--- src/rtl/gbn_pkg.sv ---
// Shared types, constants and helpers for the go-back-N sender window.
// No dependencies; every other file in rtl/ imports this package.
package gbn_pkg;

  // Sequence space and transfer limits
  localparam int unsigned SeqSpace   = 20;
  localparam int unsigned MaxPackets = 128;
  localparam int unsigned SeqW       = 5;   // holds 0..SeqSpace
  localparam int unsigned CntW       = 8;   // holds 0..MaxPackets
  localparam int unsigned IdxW       = 7;   // packet index field
  localparam int unsigned CfgIdxW    = 2;
  localparam int unsigned CfgDataW   = 8;
  localparam int unsigned AckW       = 8;
  localparam int unsigned ReqW       = 2;
  localparam int unsigned TdataInW   = 8;
  localparam int unsigned TdataOutW  = 32;

  // Command queue between front and back
  localparam int unsigned FifoDepth  = 2;
  localparam int unsigned FifoPtrW   = 1;
  localparam int unsigned FifoCntW   = 2;

  localparam logic [SeqW-1:0] SeqLast  = SeqW'(SeqSpace - 1);
  localparam logic [SeqW-1:0] SeqTop   = SeqW'(SeqSpace);
  localparam logic [CntW-1:0] PktLimit = CntW'(MaxPackets);

  // Request codes on the input channel
  localparam logic [ReqW-1:0] ReqStart = 2'd0;
  localparam logic [ReqW-1:0] ReqSend  = 2'd1;
  localparam logic [ReqW-1:0] ReqAck   = 2'd2;
  localparam logic [ReqW-1:0] ReqPoll  = 2'd3;

  // Register indexes on the config port
  localparam logic [CfgIdxW-1:0] CfgWindow  = 2'd0;
  localparam logic [CfgIdxW-1:0] CfgTotal   = 2'd1;
  localparam logic [CfgIdxW-1:0] CfgTimeout = 2'd2;

  // Reset values of the config registers
  localparam logic [SeqW-1:0]     WindowRst  = 5'd10;
  localparam logic [CntW-1:0]     TotalRst   = 8'd0;
  localparam logic [CfgDataW-1:0] TimeoutRst = 8'd20;

  // Classified command kinds
  typedef enum logic [2:0] {
    CmdStart,
    CmdSend,
    CmdDone,
    CmdAckBad,
    CmdAckOk,
    CmdPoll
  } cmd_kind_e;

  typedef struct packed {
    cmd_kind_e       kind;
    logic [SeqW-1:0] ack_idx;   // acknowledged sequence, valid for CmdAckOk
  } cmd_t;

  typedef struct packed {
    logic [SeqW-1:0]     window_size;
    logic [CntW-1:0]     total_packets;
    logic [CfgDataW-1:0] timeout_limit;
  } cfg_t;

  typedef struct packed {
    logic            sent;
    logic [SeqW-1:0] seq_code;
    logic [IdxW-1:0] packet_index;
    logic            last_packet;
    logic            timed_out;
    logic [SeqW-1:0] rewound;
    logic            ack_rejected;
    logic            transfer_done;
    logic [SeqW-1:0] outstanding;
  } result_t;

  // Distance from b forward to a, modulo the sequence space (a, b < SeqSpace)
  function automatic logic [SeqW-1:0] seq_dist(input logic [SeqW-1:0] a,
                                               input logic [SeqW-1:0] b);
    logic [SeqW-1:0] d;
    if (a >= b) begin
      d = a - b;
    end else begin
      d = a + (SeqTop - b);
    end
    return d;
  endfunction

  // Next sequence number with wrap
  function automatic logic [SeqW-1:0] seq_inc(input logic [SeqW-1:0] a);
    logic [SeqW-1:0] n;
    if (a == SeqLast) begin
      n = '0;
    end else begin
      n = a + 5'd1;
    end
    return n;
  endfunction

endpackage

--- src/rtl/go_back_n_sender_window_top.sv ---
// Top level of the go-back-N sender window: config registers, front end,
// command queue, back end. Depends on gbn_pkg, gbn_front, gbn_cmd_fifo, gbn_back.
//
//   Channel  Dir  Signals                            Contents
//   s_axis   in   tvalid tready tdata tuser tlast    ack code, request, final ack
//   m_axis   out  tvalid tready tdata tlast          one result word per request
//   cfg      in   cfg_we_i cfg_idx_i cfg_data_i      window, packets, timeout
//
// One word per cycle sustained while m_axis_tready is high; the back end
// updates all window state for a request in a single step. An accepted word
// enters the queue, then its result is registered. A two-entry queue lets the
// input side run on while the result register waits on m_axis_tready. After
// reset the window is empty and every slot is free; no clearing pass is needed.
module go_back_n_sender_window_top (
  input  logic                          clk_i,
  input  logic                          rst_ni,
  // input words
  input  logic                          s_axis_tvalid,
  output logic                          s_axis_tready,
  input  logic [gbn_pkg::TdataInW-1:0]  s_axis_tdata,  // [7:0] ack_code
  input  logic [gbn_pkg::ReqW-1:0]      s_axis_tuser,  // [1:0] req_type
  input  logic                          s_axis_tlast,  // ack_last
  // result words
  output logic                          m_axis_tvalid,
  input  logic                          m_axis_tready,
  // [0] sent, [5:1] seq_code, [12:6] packet_index, [13] timed_out,
  // [18:14] rewound, [19] ack_rejected, [20] transfer_done,
  // [25:21] outstanding, [31:26] zero
  output logic [gbn_pkg::TdataOutW-1:0] m_axis_tdata,
  output logic                          m_axis_tlast,  // last_packet
  // config writes
  input  logic                          cfg_we_i,
  input  logic [gbn_pkg::CfgIdxW-1:0]   cfg_idx_i,
  input  logic [gbn_pkg::CfgDataW-1:0]  cfg_data_i
);
  import gbn_pkg::*;

  cfg_t    cfg_q;
  cmd_t    front_cmd;
  cmd_t    q_cmd;
  logic    q_full;
  logic    q_empty;
  logic    q_pop;
  logic    push;
  result_t res;

  // Config registers
  always_ff @(posedge clk_i or negedge rst_ni) begin
    if (!rst_ni) begin
      cfg_q.window_size   <= WindowRst;
      cfg_q.total_packets <= TotalRst;
      cfg_q.timeout_limit <= TimeoutRst;
    end else if (cfg_we_i) begin
      case (cfg_idx_i)
        CfgWindow:  cfg_q.window_size   <= cfg_data_i[SeqW-1:0];
        CfgTotal:   cfg_q.total_packets <= cfg_data_i;
        CfgTimeout: cfg_q.timeout_limit <= cfg_data_i;
        default: begin
        end
      endcase
    end
  end

  assign s_axis_tready = !q_full;
  assign push          = s_axis_tvalid && s_axis_tready;

  gbn_front u_front (
    .req_type_i (s_axis_tuser),
    .ack_code_i (s_axis_tdata),
    .ack_last_i (s_axis_tlast),
    .cmd_o      (front_cmd)
  );

  gbn_cmd_fifo u_fifo (
    .clk_i   (clk_i),
    .rst_ni  (rst_ni),
    .push_i  (push),
    .cmd_i   (front_cmd),
    .full_o  (q_full),
    .pop_i   (q_pop),
    .empty_o (q_empty),
    .cmd_o   (q_cmd)
  );

  gbn_back u_back (
    .clk_i       (clk_i),
    .rst_ni      (rst_ni),
    .cfg_i       (cfg_q),
    .cmd_valid_i (!q_empty),
    .cmd_i       (q_cmd),
    .cmd_pop_o   (q_pop),
    .res_valid_o (m_axis_tvalid),
    .res_ready_i (m_axis_tready),
    .res_o       (res)
  );

  // Pack result word
  assign m_axis_tdata = {6'd0, res.outstanding, res.transfer_done, res.ack_rejected,
                         res.rewound, res.timed_out, res.packet_index, res.seq_code,
                         res.sent};
  assign m_axis_tlast = res.last_packet;

  // A released packet always carries a sequence code in 1..SeqSpace
  assert property (@(posedge clk_i) disable iff (!rst_ni)
    (m_axis_tvalid && m_axis_tdata[0]) |->
      (m_axis_tdata[5:1] != '0) && (m_axis_tdata[5:1] <= SeqTop))
    else $error("released packet without a valid sequence code");

  // A send and a rewind never come from the same request
  assert property (@(posedge clk_i) disable iff (!rst_ni)
    m_axis_tvalid |-> !(m_axis_tdata[0] && m_axis_tdata[13]))
    else $error("send and timeout reported together");

  // Rewound count is only reported on a timeout
  assert property (@(posedge clk_i) disable iff (!rst_ni)
    (m_axis_tvalid && !m_axis_tdata[13]) |-> (m_axis_tdata[18:14] == '0))
    else $error("rewound count without timeout");

  // Outstanding count stays inside the window space
  assert property (@(posedge clk_i) disable iff (!rst_ni)
    m_axis_tvalid |-> (m_axis_tdata[25:21] <= SeqLast))
    else $error("outstanding count beyond sequence space");

endmodule

--- src/rtl/gbn_front.sv ---
// Front end: decodes an input word into a command for the back end.
// Depends on gbn_pkg.
module gbn_front (
  input  logic [gbn_pkg::ReqW-1:0] req_type_i,
  input  logic [gbn_pkg::AckW-1:0] ack_code_i,
  input  logic                     ack_last_i,
  output gbn_pkg::cmd_t            cmd_o
);
  import gbn_pkg::*;

  logic code_ok;

  // Ack code must lie in 1..SeqSpace
  assign code_ok = (ack_code_i != '0) && (ack_code_i <= AckW'(SeqSpace));

  // Classify request
  always_comb begin
    cmd_o.ack_idx = SeqW'(ack_code_i - 8'd1);
    unique case (req_type_i)
      ReqStart: cmd_o.kind = CmdStart;
      ReqSend:  cmd_o.kind = CmdSend;
      ReqAck: begin
        if (ack_last_i) begin
          cmd_o.kind = CmdDone;
        end else if (!code_ok) begin
          cmd_o.kind = CmdAckBad;
        end else begin
          cmd_o.kind = CmdAckOk;
        end
      end
      ReqPoll:  cmd_o.kind = CmdPoll;
      default:  cmd_o.kind = CmdPoll;
    endcase
  end

endmodule

--- src/rtl/gbn_cmd_fifo.sv ---
// Small command queue between the front end and the back end.
// Depends on gbn_pkg.
module gbn_cmd_fifo (
  input  logic          clk_i,
  input  logic          rst_ni,
  input  logic          push_i,
  input  gbn_pkg::cmd_t cmd_i,
  output logic          full_o,
  input  logic          pop_i,
  output logic          empty_o,
  output gbn_pkg::cmd_t cmd_o
);
  import gbn_pkg::*;

  cmd_t                mem_q [FifoDepth];
  logic [FifoPtrW-1:0] wr_ptr_q, wr_ptr_d;
  logic [FifoPtrW-1:0] rd_ptr_q, rd_ptr_d;
  logic [FifoCntW-1:0] count_q, count_d;

  assign full_o  = (count_q == FifoCntW'(FifoDepth));
  assign empty_o = (count_q == '0);
  assign cmd_o   = mem_q[rd_ptr_q];

  // Pointer and fill count update
  always_comb begin
    wr_ptr_d = wr_ptr_q;
    rd_ptr_d = rd_ptr_q;
    count_d  = count_q;
    if (push_i) begin
      wr_ptr_d = wr_ptr_q + 1'b1;
    end
    if (pop_i) begin
      rd_ptr_d = rd_ptr_q + 1'b1;
    end
    if (push_i && !pop_i) begin
      count_d = count_q + 1'b1;
    end else if (!push_i && pop_i) begin
      count_d = count_q - 1'b1;
    end
  end

  always_ff @(posedge clk_i or negedge rst_ni) begin
    if (!rst_ni) begin
      wr_ptr_q <= '0;
      rd_ptr_q <= '0;
      count_q  <= '0;
    end else begin
      wr_ptr_q <= wr_ptr_d;
      rd_ptr_q <= rd_ptr_d;
      count_q  <= count_d;
    end
  end

  // Storage
  always_ff @(posedge clk_i) begin
    if (push_i) begin
      mem_q[wr_ptr_q] <= cmd_i;
    end
  end

endmodule

--- src/rtl/gbn_back.sv ---
// Back end: window state, command execution and the output word register.
// Depends on gbn_pkg.
module gbn_back (
  input  logic             clk_i,
  input  logic             rst_ni,
  input  gbn_pkg::cfg_t    cfg_i,
  input  logic             cmd_valid_i,
  input  gbn_pkg::cmd_t    cmd_i,
  output logic             cmd_pop_o,
  output logic             res_valid_o,
  input  logic             res_ready_i,
  output gbn_pkg::result_t res_o
);
  import gbn_pkg::*;

  logic [SeqSpace-1:0] slot_free_q, slot_free_d;
  logic [SeqW-1:0]     next_seq_q, next_seq_d;
  logic [SeqW-1:0]     oldest_q, oldest_d;
  logic [CntW-1:0]     sent_cnt_q, sent_cnt_d;
  logic [CntW-1:0]     idle_q, idle_d;
  logic                done_q, done_d;
  logic                res_valid_q;
  result_t             res_q, res_d;

  logic [SeqW-1:0]     outst;
  logic [SeqW-1:0]     ack_dist;
  logic [SeqW-1:0]     win;
  logic [CntW-1:0]     total;
  logic [CntW:0]       polls;
  logic [SeqSpace-1:0] ack_rng;
  logic [SeqSpace-1:0] rew_rng;
  logic [SeqW-1:0]     off [SeqSpace];

  // Take a command whenever the output register is free or being drained
  assign cmd_pop_o   = cmd_valid_i && (!res_valid_q || res_ready_i);
  assign res_valid_o = res_valid_q;
  assign res_o       = res_q;

  assign outst    = seq_dist(next_seq_q, oldest_q);
  assign ack_dist = seq_dist(cmd_i.ack_idx, oldest_q);
  assign win      = (cfg_i.window_size > SeqLast) ? SeqLast : cfg_i.window_size;
  assign total    = (cfg_i.total_packets > PktLimit) ? PktLimit : cfg_i.total_packets;
  assign polls    = {1'b0, idle_q} + 9'd1;

  // Per-slot offset from the oldest unacked sequence, for range frees
  always_comb begin
    for (int j = 0; j < SeqSpace; j++) begin
      off[j]     = seq_dist(SeqW'(j), oldest_q);
      ack_rng[j] = (off[j] <= ack_dist);
      rew_rng[j] = (off[j] < outst);
    end
  end

  // Command execution
  always_comb begin
    slot_free_d = slot_free_q;
    next_seq_d  = next_seq_q;
    oldest_d    = oldest_q;
    sent_cnt_d  = sent_cnt_q;
    idle_d      = idle_q;
    done_d      = done_q;
    res_d       = '0;

    if (cmd_i.kind == CmdStart) begin
      slot_free_d = '1;
      next_seq_d  = '0;
      oldest_d    = '0;
      sent_cnt_d  = '0;
      idle_d      = '0;
      done_d      = 1'b0;
    end else if (!done_q) begin
      unique case (cmd_i.kind)
        CmdSend: begin
          if ((outst < win) && slot_free_q[next_seq_q] && (sent_cnt_q < total)) begin
            res_d.sent         = 1'b1;
            res_d.seq_code     = next_seq_q + 5'd1;
            res_d.packet_index = sent_cnt_q[IdxW-1:0];
            res_d.last_packet  = ((sent_cnt_q + 8'd1) == total);
            slot_free_d[next_seq_q] = 1'b0;
            next_seq_d = seq_inc(next_seq_q);
            sent_cnt_d = sent_cnt_q + 8'd1;
          end
        end
        CmdDone: begin
          done_d = 1'b1;
        end
        CmdAckBad: begin
          res_d.ack_rejected = 1'b1;
        end
        CmdAckOk: begin
          idle_d = '0;
          if (ack_dist < outst) begin
            slot_free_d = slot_free_q | ack_rng;
            oldest_d    = seq_inc(cmd_i.ack_idx);
          end
        end
        CmdPoll: begin
          if (polls > {1'b0, cfg_i.timeout_limit}) begin
            slot_free_d     = slot_free_q | rew_rng;
            sent_cnt_d      = (sent_cnt_q >= CntW'(outst)) ? sent_cnt_q - CntW'(outst) : '0;
            next_seq_d      = oldest_q;
            idle_d          = '0;
            res_d.timed_out = 1'b1;
            res_d.rewound   = outst;
          end else begin
            idle_d = polls[CntW-1:0];
          end
        end
        default: begin
        end
      endcase
    end

    res_d.transfer_done = done_d;
    res_d.outstanding   = seq_dist(next_seq_d, oldest_d);
  end

  // State and output valid
  always_ff @(posedge clk_i or negedge rst_ni) begin
    if (!rst_ni) begin
      slot_free_q <= '1;
      next_seq_q  <= '0;
      oldest_q    <= '0;
      sent_cnt_q  <= '0;
      idle_q      <= '0;
      done_q      <= 1'b0;
      res_valid_q <= 1'b0;
    end else begin
      if (cmd_pop_o) begin
        slot_free_q <= slot_free_d;
        next_seq_q  <= next_seq_d;
        oldest_q    <= oldest_d;
        sent_cnt_q  <= sent_cnt_d;
        idle_q      <= idle_d;
        done_q      <= done_d;
        res_valid_q <= 1'b1;
      end else if (res_ready_i) begin
        res_valid_q <= 1'b0;
      end
    end
  end

  // Output word payload
  always_ff @(posedge clk_i) begin
    if (cmd_pop_o) begin
      res_q <= res_d;
    end
  end

endmodule
--- config.mk ---
export PLATFORM = sky130hd
export DESIGN_NAME = go_back_n_sender_window_top
export DESIGN_NICKNAME = d
export VERILOG_FILES = /design/src/rtl/gbn_pkg.sv /design/src/rtl/go_back_n_sender_window_top.sv /design/src/rtl/gbn_front.sv /design/src/rtl/gbn_cmd_fifo.sv /design/src/rtl/gbn_back.sv
export SDC_FILE = /design/constraint.sdc
export NUM_CORES = 1
export LEC_CHECK = 0
export BUFFER_PORTS_ARGS = -buffer_cell sky130_fd_sc_hd__buf_2
export CAP_MARGIN = 0
export CORE_MARGIN = 2
export CORE_UTILIZATION = 45
export CTS_BUF_LIST = sky130_fd_sc_hd__clkbuf_16
export DETAILED_ROUTE_END_ITERATION = 16
export PLACE_DENSITY = 0.57
export SLEW_MARGIN = 20
export SYNTH_ARGS = -nofsm -noshare
export SYNTH_HDL_FRONTEND = slang
export SYNTH_SLANG_ARGS = --single-unit
--- constraint.sdc ---
create_clock -name clk_i -period 10.1 [get_ports clk_i]
set_input_delay 1.515 -clock clk_i [delete_from_list [all_inputs] [get_ports clk_i]]
set_output_delay 1.515 -clock clk_i [all_outputs]
set_load 0.03 [all_outputs]
-- After elaboration in Yosys (flattened, before gate mapping)
Memories as Yosys holds them, arrays and structs flattened.
Index checks and enable logic that the tools add are counted.
- add/subtract/negate cells: 57
- $lt $le $gt $ge: 73
- eq/ne operators: 18
- multiplexer cells: 71
- bitwise logic cells: 8
- reduce and logical (&&, ||, !) cells: 35
- operators with widths (operator ; count):
    $mux W5 ; 34
    $lt A5 B5 Y1 ; 22
    $le A5 B5 Y1 ; 20
    $mux W20 ; 5
    $mux W8 ; 9
    $pmux W20 S3 ; 1
    $add A4 B5 Y5 const A ; 8
    $ge A4 B5 Y1 const A ; 8
    $or A20 B20 Y20 ; 2
    $sub A4 B5 Y5 const A ; 8
    $pmux W8 S2 ; 2
    $sub A5 B5 Y5 const A ; 6
    $add A3 B5 Y5 const A ; 4
    $add A5 B5 Y5 const A ; 4
    $and A20 B20 Y20 ; 1
    $ge A3 B5 Y1 const A ; 4
    $ge A5 B5 Y1 const A ; 4
    $not A20 Y20 ; 1
    $sub A3 B5 Y5 const A ; 4
    $add A5 B5 Y5 ; 3
    $ge A5 B5 Y1 ; 3
    $sub A5 B5 Y5 ; 3
    $mux W14 ; 1
    $pmux W3 S4 ; 1
    other kinds (55) ; 104
- register bits: 100
- RAM bits: 16
- input port bits: 26
- output and inout port bits: 35
- word-level logic and storage cells: 285
- memories kept: 1
- memories (memory ; depth ; bits a word ; read ports ; clocked after Yosys merged registers in ; wr ports ; line ; RTL):
    u_fifo.mem_q ; 2 ; 8 ; 1 ; 0 ; 1 ; gbn_cmd_fifo.sv:15 ; cmd_t mem_q [FifoDepth];

-- Longest topological paths before layout
- depth in word-level cells: 12
- gate-level depth with buffers: 28
- depth with buffers taken out: 26

-- By module
From an unflattened synthesis, not the netlist that was laid out.
- cell total of the unflattened synthesis: 1506
- area total of the unflattened synthesis: 13615.6 um^2
- by module, submodules not included (module ; times used ; cells an instance ; area each (um^2) ; seq. area each (um^2)):
    gbn_back ; 1 ; 1389 ; 11831.3 ; 2037.0
    go_back_n_sender_window_top ; 1 ; 55 ; 870.8 ; 530.5
    gbn_cmd_fifo ; 1 ; 41 ; 770.7 ; 580.6
    gbn_front ; 1 ; 21 ; 142.6 ; 0.0

-- Worst setup path after synthesis
OpenSTA, ideal clock, no wires.
- path type: reg-to-reg
- start: reg u_back.oldest_q[1]
- end: reg u_back.res_q (netlist bit u_back.res_o[1]), data pin
- library setup time: 0.260 ns
- arrival: 6.962 ns
- required time: 9.840 ns
- path slack: 2.879 ns
- cell stages (with the launch flop): 25
- buffers on the path: 2
- period minus slack after synthesis: 7.221 ns
- cell sequence: dfrtp_1 -> inv_1 -> ha_1 -> buf_2 -> xor2_1 -> ha_1 -> a21o_1 -> a21oi_1 -> xor2_1 -> xnor2_1 -> mux2i_1 -> ha_1 -> a211oi_1 -> o21ai_1 -> or3_1 -> clkbuf_1 -> mux2i_1 -> nand2b_1 -> ha_1 -> inv_1 -> fa_1 -> o21ai_0 -> o21bai_1 -> a31oi_1 -> mux2_2
- RTL lines (item ; line ; RTL):
    from (decl) ; gbn_back.sv:18 ; logic [SeqW-1:0] oldest_q, oldest_d;
    from (signal assigned) ; gbn_back.sv:132 ; oldest_q <= oldest_d;
    to (signal assigned) ; gbn_back.sv:146 ; res_q <= res_d;
    to (decl) ; gbn_back.sv:23 ; result_t res_q, res_d;

==> qor.csv <==
metric,value,unit
worst-margin pin slew,1.13,ns
Core Region,29800,um2
"Seq/Total Area, Yosys",0.229,
vias after detailed routing,11900,
I/O Buffers,54,
Rel. slew slack,0.247,
TritonCTS clock tree,done,
Multi-input gate area,10100,um2
number of diodes,0,
top cell type's share of synthesized area,0.222,
H-tree levels,4,
Setup CP Type,flop to flop,
fin crit share,0.700,
most frequent cells in the layout,"ha_1 (244), nand2_1 (113), a21oi_1 (108)",
Worst Hold Depth,1,
top-level port count,61,
wire length of the first global-routing pass,66700,um
final number of setup-violating endpoints,0,
Area contributors post-synth,"ha_1 (22%), edfxtp_1 (9.4%), dfrtp_1 (8.9%)",
dominant synthesized flop cell,dfrtp_1,
number of routed nets with antenna violations,0,
asr flop ratio synth,0.629,
GR Util All Layers,0.274,
synth warn,0,
fmax,141,MHz
crit path DAT,7.22,ns
clock latency on the worst-skew pair,0.42,ns
WL/cell,21.9,um
largest net degree at the start of global routing,74,
synthesized instance count,1504,
"Avg Cell Area, Syn",9.12,um2
vias in the first global route,11600,
antenna violations before repair,0,
fin nets,1831,
Post-CTS Setup Bufs,0,
die footprint,31900,um2
WL final,42800,um
Die X,179,um
minimum clock period after layout,7.07,ns
maxcap violations,0,
worst min-delay path class,flop to flop,
DR iter-0 viols,1011,
TNS Setup,0,ns
DP Wirelength,31900,um
Rows,63,
drt first pass iters,5,
synthesis-stage register bit count,116,
grt ovf,0,
Die H,179,um
CTS Sinks,116,
total CTS buffers,17,
"commonest non-fill, non-tap cell in the layout",ha_1,
post-cts hold buffer count,0,
Initial Util,0.461,
post-route cell area,15100,um2
RSZ-0062 raised after global routing,false,
crit path launch type,flop,
status,completed,
placed cell areas,14500,um2
gpl congestion,0.935,
Area Overhead vs Synth,10.2,%
Vias/cell,6.10,
Residual DRC,0,
share of layout cells above drive strength 1,0.144,
Critical Path Fanout Max,21,
leading area contributor after synthesis,ha_1,
Worst-path clk slew,0.06,ns
number of synthesized flops with an enable pin,43,
fill count,2847,
clk root buf,clkbuf_16,
Post-Syn Area,13700,um2
final slew viol count,0,
synth unique cells,90,
post_cts resized,0,
clk buf depth,2,
worst reg2reg path depth,24,
Layout Skew,0.0119,ns
endpoints failing hold,0,
Critical Path RT,10.26,ns
crit end category,flop,
Register Area,3150,um2
Hold Slack,0.495,ns
## area by class of cell
type / count / share of cell area
clock inverters: 15 / 0.0118
repair buffers: 84 / 0.0343
well taps: 390 / 0.0323
inverters: 61 / 0.0151
flip-flops and latches: 116 / 0.208
multi-input cells: 1272 / 0.670
clock buffers: 17 / 0.0281
## worst paths after layout
kind                            slack, ns                endpoint                from
worst min register to register       0.50         u_fifo.wr_ptr_q     u_fifo.wr_ptr_q
worst max-delay path                 3.03         u_back.res_o[1]  u_back.oldest_q[1]
worst max register to register       3.03         u_back.res_o[1]  u_back.oldest_q[1]
worst min-delay path                 0.50         u_fifo.wr_ptr_q     u_fifo.wr_ptr_q
max in group asynchronous            8.45  u_back.slot_free_q[14]              rst_ni
min in group asynchronous            1.00    u_back.sent_cnt_q[2]              rst_ni
## metal layers
layer	GRT usage	share of wire	vias to the layer above	wire, um
met5	0	0	-	0
met4	0.0705	0.024	0	1050
li1	-	-	5718	-
met2	0.408	0.42	429	17900
met1	0.404	0.48	5716	20700
met3	0.0533	0.072	70	3080
## through the flow
stage | setup WS (ns) | instances | util
finish | 3.03 | 1955 | 0.507
global placement | 3.27 | 1922 | 0.486
global route | 2.52 | 1955 | 0.507
detailed placement | 3.11 | 1922 | 0.486
floorplan | 2.88 | 1509 | -
CTS | 3.08 | 1954 | 0.506
## synthesized netlist by cell type (24+ instances only)
library cell / n
dfrtp_1: 49
o21ai_0: 92
a21o_1: 39
mux2i_1: 47
nand2_1: 113
ha_1: 244
nor2_1: 74
mux2_2: 42
xor2_1: 30
inv_1: 53
a21oi_1: 108
edfxtp_1: 43
nand3_1: 31
o21a_1: 48
clkbuf_1: 25
xnor2_1: 74
dfstp_2: 24
nor2b_1: 29
## cell families (layout without fill, tap and decap cells)
kind of cell / Yosys count / in the layout / share of synthesized area
AO/OA/AOI/OAI: 454 / 454 / 0.223
XOR/XNOR: 105 / 105 / 0.0676
adder cells (fa/ha/maj): 253 / 253 / 0.236
buffers and inverters: 121 / 177 / 0.0387
flip-flops: 116 / 116 / 0.229
multiplexers: 93 / 93 / 0.0739
other: 1 / 6 / 0.000273
AND/OR/NAND/NOR: 361 / 361 / 0.132
## registers in the layout, summed over array words and instances, names as in the netlist, 2 cells and up
| signal | flops |
|---|---|
| u_back.sent_cnt_q | 8 |
| u_back.slot_free_q | 20 |
| u_back.next_seq_q | 5 |
| u_fifo.count_q | 2 |
| u_back.oldest_q | 5 |
| u_back.idle_q | 8 |
| cfg_q | 21 |
| u_fifo.mem_q | 16 |
| u_back.res_o | 27 |
## worst max-delay path: stages (launching register included)
cell and delay [ns]:
dfrtp_1 0.35, buf_4 0.21, inv_1 0.42, ha_1 0.57, fa_1 0.52, a21o_1 0.17, a21oi_1 0.17, xor2_1 0.19
xnor2_1 0.13, mux2i_4 0.59, inv_1 0.11, ha_1 0.34, and4_1 0.20, o21ai_0 0.07, o311a_1 0.22, o2111a_2 0.32
nand3_1 0.18, mux2i_1 0.29, a31oi_1 0.13, ha_1 0.34, nand2_1 0.09, o21ai_0 0.11, o21bai_1 0.19, a31oi_1 0.45
mux2_2 0.41
Power is left out: the tool's default activity adds up to more than one toggle a clock period on the data nets, which glitch-free logic cannot reach.
